[src/deoq_pkg.sv]
// deoq_pkg: shared types and constants of the deadline-ordered event queue
// no dependencies; used by the interfaces, the queue cell and the top level

package deoq_pkg;

    localparam int unsigned TIME_W  = 64;
    localparam int unsigned DELAY_W = 32;
    localparam int unsigned TAG_W   = 16;

    // operation codes of an input word
    typedef enum logic {
        OP_INSERT = 1'b0,
        OP_REMOVE = 1'b1
    } t_op;

    // one queue entry as held by a cell
    typedef struct packed {
        logic              valid;
        logic [TIME_W-1:0] deadline;
        logic [TAG_W-1:0]  tag;
    } t_entry;

    // broadcast control from the top level to every cell
    typedef struct packed {
        logic              ins;
        logic              rem;
        logic              front;
        logic [TIME_W-1:0] deadline;
        logic [TAG_W-1:0]  tag;
    } t_cell_ctl;

endpackage

[src/deoq_if.sv]
// deoq_in_if / deoq_out_if: valid/ready channels of the event queue
// depends on deoq_pkg for field widths

interface deoq_in_if;
    import deoq_pkg::*;

    logic               valid;
    logic               ready;
    logic               operation;
    logic [TIME_W-1:0]  current_time;
    logic [DELAY_W-1:0] delay;
    logic [TAG_W-1:0]   event_tag;

    modport source (output valid, output operation, output current_time,
                    output delay, output event_tag, input ready);
    modport sink   (input valid, input operation, input current_time,
                    input delay, input event_tag, output ready);
endinterface

interface deoq_out_if;
    import deoq_pkg::*;

    logic              valid;
    logic              ready;
    logic [TIME_W-1:0] inserted_deadline;
    logic              accepted;
    logic              head_valid;
    logic [TIME_W-1:0] head_deadline;
    logic [TAG_W-1:0]  head_tag;

    modport source (output valid, output inserted_deadline, output accepted,
                    output head_valid, output head_deadline, output head_tag,
                    input ready);
    modport sink   (input valid, input inserted_deadline, input accepted,
                    input head_valid, input head_deadline, input head_tag,
                    output ready);
endinterface

[src/deadline_ordered_event_queue.sv]
// deadline_ordered_event_queue: top level, sorted event queue on a row of cells
// depends on deoq_pkg, deoq_in_if / deoq_out_if and deoq_cell
//
// Usage: input words arrive on i_in (valid/ready). operation selects insert
// (deadline = current_time + delay, modulo 2^64, placed in ascending order,
// ties behind existing entries except at or before the head, where the new
// word goes in front) or remove (drop the head). Every input word gives one
// result word on o_out: the inserted deadline (zero for remove), accepted
// (zero for an insert into a full queue or a remove on an empty queue) and
// the head entry after the operation (zeros when the queue is empty).
// Each input word passes through the input stage and then the result register.
// Throughput: one word per cycle unless o_out stalls; the add is in the input
// stage and the cells then all compare and shift in parallel.
// Stall: while o_out.ready is low the result register holds, one more word
// waits in the input stage, then i_in.ready drops. Nothing is lost.
// Reset: i_rst_n (synchronous, active low) empties the queue and both stages;
// entry payloads are not cleared, only their valid bits.

module deadline_ordered_event_queue #(
    parameter int unsigned QUEUE_DEPTH = 16
) (
    input  logic        i_clk,
    input  logic        i_rst_n,
    deoq_in_if.sink     i_in,
    deoq_out_if.source  o_out
);
    import deoq_pkg::*;

    // input stage
    logic              r_busy;
    t_op               r_op;
    logic [TIME_W-1:0] r_deadline;
    logic [TAG_W-1:0]  r_tag;

    // result register
    logic              r_out_valid;
    logic [TIME_W-1:0] r_ins_deadline;
    logic              r_accepted;
    logic              r_head_valid;
    logic [TIME_W-1:0] r_head_deadline;
    logic [TAG_W-1:0]  r_head_tag;

    logic              w_adv;
    logic              w_full;
    logic              w_acc;
    t_cell_ctl         w_ctl;
    t_entry            w_cell [QUEUE_DEPTH];
    logic              w_flag [QUEUE_DEPTH];
    t_entry            w_head_next;

    // handshakes
    assign w_adv      = r_busy && (!r_out_valid || o_out.ready);
    assign i_in.ready = !r_busy || w_adv;

    // input stage: deadline add
    always_ff @(posedge i_clk) begin
        if (!i_rst_n) begin
            r_busy <= 1'b0;
        end else if (i_in.valid && i_in.ready) begin
            r_busy <= 1'b1;
        end else if (w_adv) begin
            r_busy <= 1'b0;
        end
    end

    always_ff @(posedge i_clk) begin
        if (i_in.valid && i_in.ready) begin
            r_op       <= t_op'(i_in.operation);
            r_deadline <= i_in.current_time + TIME_W'(i_in.delay);
            r_tag      <= i_in.event_tag;
        end
    end

    // broadcast control to the cells
    assign w_full       = w_cell[QUEUE_DEPTH-1].valid;
    assign w_ctl.ins    = w_adv && (r_op == OP_INSERT) && !w_full;
    assign w_ctl.rem    = w_adv && (r_op == OP_REMOVE) && w_cell[0].valid;
    assign w_ctl.front  = w_cell[0].valid && (r_deadline <= w_cell[0].deadline);
    assign w_ctl.deadline = r_deadline;
    assign w_ctl.tag      = r_tag;

    // row of cells
    for (genvar g = 0; g < QUEUE_DEPTH; g++) begin : g_cell
        t_entry w_left;
        t_entry w_right;
        logic   w_left_flag;

        if (g == 0) begin : g_first
            assign w_left      = '{valid: 1'b1, deadline: '0, tag: '0};
            assign w_left_flag = 1'b0;
        end else begin : g_mid
            assign w_left      = w_cell[g-1];
            assign w_left_flag = w_flag[g-1];
        end

        if (g == QUEUE_DEPTH - 1) begin : g_last
            assign w_right = '0;
        end else begin : g_inner
            assign w_right = w_cell[g+1];
        end

        deoq_cell u_cell (
            .i_clk       (i_clk),
            .i_rst_n     (i_rst_n),
            .i_ctl       (w_ctl),
            .i_left      (w_left),
            .i_left_flag (w_left_flag),
            .i_right     (w_right),
            .o_entry     (w_cell[g]),
            .o_flag      (w_flag[g])
        );
    end

    // head after the operation
    always_comb begin
        w_acc = 1'b0;
        w_head_next = w_cell[0];
        if (r_op == OP_INSERT) begin
            if (!w_full) begin
                w_acc = 1'b1;
                if (w_ctl.front || !w_cell[0].valid) begin
                    w_head_next = '{valid: 1'b1, deadline: r_deadline, tag: r_tag};
                end
            end
        end else if (w_cell[0].valid) begin
            w_acc = 1'b1;
            w_head_next = w_cell[1];
        end
        if (!w_head_next.valid) begin
            w_head_next = '0;
        end
    end

    // result register
    always_ff @(posedge i_clk) begin
        if (!i_rst_n) begin
            r_out_valid <= 1'b0;
        end else if (w_adv) begin
            r_out_valid <= 1'b1;
        end else if (o_out.ready) begin
            r_out_valid <= 1'b0;
        end
    end

    always_ff @(posedge i_clk) begin
        if (w_adv) begin
            r_ins_deadline  <= (r_op == OP_INSERT) ? r_deadline : '0;
            r_accepted      <= w_acc;
            r_head_valid    <= w_head_next.valid;
            r_head_deadline <= w_head_next.deadline;
            r_head_tag      <= w_head_next.tag;
        end
    end

    assign o_out.valid             = r_out_valid;
    assign o_out.inserted_deadline = r_ins_deadline;
    assign o_out.accepted          = r_accepted;
    assign o_out.head_valid        = r_head_valid;
    assign o_out.head_deadline     = r_head_deadline;
    assign o_out.head_tag          = r_head_tag;

endmodule

[src/deoq_cell.sv]
// deoq_cell: one slot of the sorted shift-register queue
// depends on deoq_pkg (t_entry, t_cell_ctl)

module deoq_cell (
    input  logic               i_clk,
    input  logic               i_rst_n,
    input  deoq_pkg::t_cell_ctl i_ctl,
    input  deoq_pkg::t_entry   i_left,
    input  logic               i_left_flag,
    input  deoq_pkg::t_entry   i_right,
    output deoq_pkg::t_entry   o_entry,
    output logic               o_flag
);
    import deoq_pkg::*;

    logic              r_valid;
    logic [TIME_W-1:0] r_deadline;
    logic [TAG_W-1:0]  r_tag;
    logic              w_move;

    // this entry sits behind the new one: front insert or strictly later deadline
    assign o_flag = r_valid && (i_ctl.front || (i_ctl.deadline < r_deadline));

    // slot takes a word on insert when it shifts, or when it is the first free one
    assign w_move = o_flag || (!r_valid && i_left.valid);

    // valid bit
    always_ff @(posedge i_clk) begin
        if (!i_rst_n) begin
            r_valid <= 1'b0;
        end else if (i_ctl.rem) begin
            r_valid <= i_right.valid;
        end else if (i_ctl.ins && w_move) begin
            r_valid <= 1'b1;
        end
    end

    // payload: shift left on remove, take left neighbor or new word on insert
    always_ff @(posedge i_clk) begin
        if (i_ctl.rem) begin
            r_deadline <= i_right.deadline;
            r_tag      <= i_right.tag;
        end else if (i_ctl.ins && w_move) begin
            if (i_left_flag) begin
                r_deadline <= i_left.deadline;
                r_tag      <= i_left.tag;
            end else begin
                r_deadline <= i_ctl.deadline;
                r_tag      <= i_ctl.tag;
            end
        end
    end

    assign o_entry = '{valid: r_valid, deadline: r_deadline, tag: r_tag};

endmodule

[src/flat_wrapper.sv]
// flat-port wrapper written by rule: the top's interface ports become plain ports
module deadline_ordered_event_queue_flat import deoq_pkg::*;
#(
    parameter int unsigned QUEUE_DEPTH = 16
)
  (i_clk, i_rst_n, i_in_valid, i_in_operation, i_in_current_time, i_in_delay, i_in_event_tag, i_in_ready, o_out_valid, o_out_inserted_deadline, o_out_accepted, o_out_head_valid, o_out_head_deadline, o_out_head_tag, o_out_ready);
  deoq_in_if i_in_i ();
  deoq_out_if o_out_i ();
  input  logic i_clk;
  input  logic i_rst_n;
  input wire logic [$bits(i_in_i.valid)-1:0] i_in_valid;
  input wire logic [$bits(i_in_i.operation)-1:0] i_in_operation;
  input wire logic [$bits(i_in_i.current_time)-1:0] i_in_current_time;
  input wire logic [$bits(i_in_i.delay)-1:0] i_in_delay;
  input wire logic [$bits(i_in_i.event_tag)-1:0] i_in_event_tag;
  output wire logic [$bits(i_in_i.ready)-1:0] i_in_ready;
  output wire logic [$bits(o_out_i.valid)-1:0] o_out_valid;
  output wire logic [$bits(o_out_i.inserted_deadline)-1:0] o_out_inserted_deadline;
  output wire logic [$bits(o_out_i.accepted)-1:0] o_out_accepted;
  output wire logic [$bits(o_out_i.head_valid)-1:0] o_out_head_valid;
  output wire logic [$bits(o_out_i.head_deadline)-1:0] o_out_head_deadline;
  output wire logic [$bits(o_out_i.head_tag)-1:0] o_out_head_tag;
  input wire logic [$bits(o_out_i.ready)-1:0] o_out_ready;
  assign i_in_i.valid = i_in_valid;
  assign i_in_i.operation = i_in_operation;
  assign i_in_i.current_time = i_in_current_time;
  assign i_in_i.delay = i_in_delay;
  assign i_in_i.event_tag = i_in_event_tag;
  assign i_in_ready = i_in_i.ready;
  assign o_out_valid = o_out_i.valid;
  assign o_out_inserted_deadline = o_out_i.inserted_deadline;
  assign o_out_accepted = o_out_i.accepted;
  assign o_out_head_valid = o_out_i.head_valid;
  assign o_out_head_deadline = o_out_i.head_deadline;
  assign o_out_head_tag = o_out_i.head_tag;
  assign o_out_i.ready = o_out_ready;
  deadline_ordered_event_queue #(.QUEUE_DEPTH(QUEUE_DEPTH)) u_core (.i_clk(i_clk), .i_rst_n(i_rst_n), .i_in(i_in_i), .o_out(o_out_i));
endmodule
[config.mk]
export PLATFORM = sky130hd
export DESIGN_NAME = deadline_ordered_event_queue_flat
export DESIGN_NICKNAME = d
export VERILOG_FILES = /design/src/deoq_pkg.sv /design/src/deoq_if.sv /design/src/deadline_ordered_event_queue.sv /design/src/deoq_cell.sv /design/src/flat_wrapper.sv
export SDC_FILE = /design/constraint.sdc
export NUM_CORES = 2
export LEC_CHECK = 0
export BUFFER_PORTS_ARGS = -buffer_cell sky130_fd_sc_hd__buf_4
export CORE_AREA = 2 2 594 596
export DETAILED_ROUTE_END_ITERATION = 16
export DIE_AREA = 0 0 596 598
export PLACE_DENSITY = 0.4
export SYNTH_ARGS = -nofsm -noshare
export SYNTH_HDL_FRONTEND = slang
export SYNTH_HIERARCHICAL = 1
export SYNTH_SLANG_ARGS = --single-unit
[constraint.sdc]
create_clock -name i_clk -period 39.2 [get_ports i_clk]
set_input_delay 3.92 -clock i_clk [delete_from_list [all_inputs] [get_ports i_clk]]
set_output_delay 3.92 -clock i_clk [all_outputs]
set_load 0.02 [all_outputs]
==> results_dict.tcl <==
set metrics [dict create \
    hpwl_mm 273 \
    ys_warn_count 6 \
    postCtsSetupBuffers 0 \
    status "finished, violations left" \
    grt_setup_unrepaired "false" \
    slew_violations 3 \
    cts_num_sinks 1525 \
    path_clk_slew_ps 60 \
    wl_per_cell_um 25.0 \
    final-hold-violation-count 0 \
    cp-start-kind "input port" \
    tightest_slew_ps 1570 \
    cts_inserted_buffers 205 \
    critPathMaxStageDelay_ps 910 \
    core-area_mm2 0.351 \
    die_w_um 596 \
    finalCriticalPeriod_ps 9940 \
    arrival_ps 10550 \
    utilization_pct 34.0 \
    insertion_delay_ps 950 \
    synth_area_per_cell_um2 10.0 \
    fmax_mhz 101 \
    final_nets 12000 \
    max-slew-margin-rel_pct -5.85 \
    antenna_found_initial 26 \
    num_rows 218 \
    cts_buffer_depth 4 \
    root_buffer "clkbuf_16" \
    io_pins 265 \
    critPathMostFrequentCell "buf_4" \
    crit_fanout 117 \
    detail-route-antenna-nets 0 \
    syn-cell-area_mm2 0.105 \
    hp-class "reg -> reg" \
    cts_tree "done" \
    die_area_mm2 0.356 \
    drive_gt1_share_pct 8.90 \
    final.setup_skew_ps 62.6 \
    post-route-drc-count 0 \
    grt_pass1_vias 78900 \
    tns_ps 0 \
    crit_path_top_delay_cell "buf_4" \
    syn_to_final_growth_pct 13.8 \
    fin_area_mm2 0.119 \
    die_h_um 598 \
    drt_iter0_drc 6871 \
    setup_violations 0 \
    synthCells 10400 \
    dr.pass1.iters 6 \
    cap_viol_max_count 1 \
    viasPerCell 5.14 \
    cts_max_level 4 \
    peakVddDrop_mv 0.0317 \
    gp_congestion 0.839 \
    cts_resized 0 \
    path_class "in -> reg" \
    failed_checks "capacitance limit, slew limit" \
    wl_mm 390 \
    vias 80100 \
    grt_max_degree 230 \
    start_util_pct 29.9 \
    track_usage_pct 21.3 \
    place_area_mm2 0.113 \
    io_buffers 264 \
    min_period_over_period_pct 25.4 \
    grt_pass1_wl_mm 564 \
    cp.required_ps 39810 \
    grt_remaining_overflow 0 \
    power_density_mw_per_mm2 36.4 \
    worst_setup_path_end_kind "flop" \
    p_leak_uw 0.0438 \
    crit_chain "buf_4 -> nor2b_1 -> nor2b_4 -> and3_4 -> buf_4 -> buf_4 -> buf_4 -> buf_4 -> buf_4 -> buf_4 -> o21ai_0" \
    postCtsHoldBufs 0 \
]
## per-stage QoR
step                      setup WS [ps]  power (uW)  hold WS, ps  cells
final                             29260        4340          523  15600
after global routing              28830        4540          550  15600
after CTS                         29490        4410          530  15600
after detailed placement          28450        2520          520  15200
after global placement            28430        2510          504  15200
after floorplan                   23850        2280          477  10600
## layout make-up
type | count | area [um^2]
Inverter | 1143 | 4290
Timing Repair Buffer | 471 | 3570
Tap cell | 4620 | 5780
Antenna cell | 9 | 22.5
Clock buffer | 256 | 5340
Fill cell | 35700 | 232000
Multi-Input combinational cell | 7445 | 53600
Clock inverter | 116 | 955
Sequential cell | 1525 | 45600
## cells in the final DEF (no fill, tap or decap), types with 102 or more instances in the layout
master	n
a21oi_1	415
nand4_1	102
edfxtp_1	1507
buf_4	468
nor2_1	182
conb_1	164
ha_1	1104
nand2_1	1666
o21ai_0	1477
mux2i_1	1280
inv_1	1143
clkbuf_16	206
## power by group
group,switching (uW),internal [uW]
logic,404,221
registers,22.0,1840
clock network,817,1030
## critical path: cells and delay by family
kind	cells	cell delay (ps)
AOI/OAI and AO/OA	1	260
buffers and inverters	7	4870
and+or+nand+nor	3	1160
## routing by layer
metal / wire (um) / GRT usage, %
met1: 188000 / 31.1
met2: 171000 / 33.1
met3: 18700 / 2.34
met4: 12200 / 6.37
met5: 11 / 0
## state kept, by name (all words and copies together), names as in the netlist, 16 cells and up
register	count
u_core/o_out.head_deadline	64
u_core/g_cell.u_cell/r_deadline	1024
u_core/o_out.inserted_deadline	64
u_core/g_cell.u_cell/r_valid	16
u_core/g_cell.u_cell/r_tag	256
u_core/r_tag	16
u_core/r_deadline	64
u_core/o_out.head_tag	16
## final timing paths
path / startpoint / endpoint / slack (ps) / cells after the start
setup / recovery: o_out_ready / u_core/g_cell[12].u_cell/r_deadline[5] / 29260 / 11
hold / removal: u_core/g_cell[15].u_cell/r_tag[0] / u_core/g_cell[14].u_cell/r_tag[0] / 520 / 2
setup reg to reg: u_core/r_op / u_core/g_cell[12].u_cell/r_deadline[5] / 31610 / 9
hold reg to reg: u_core/g_cell[15].u_cell/r_tag[0] / u_core/g_cell[14].u_cell/r_tag[0] / 520 / 2
Power figures use the tool's default switching activity.
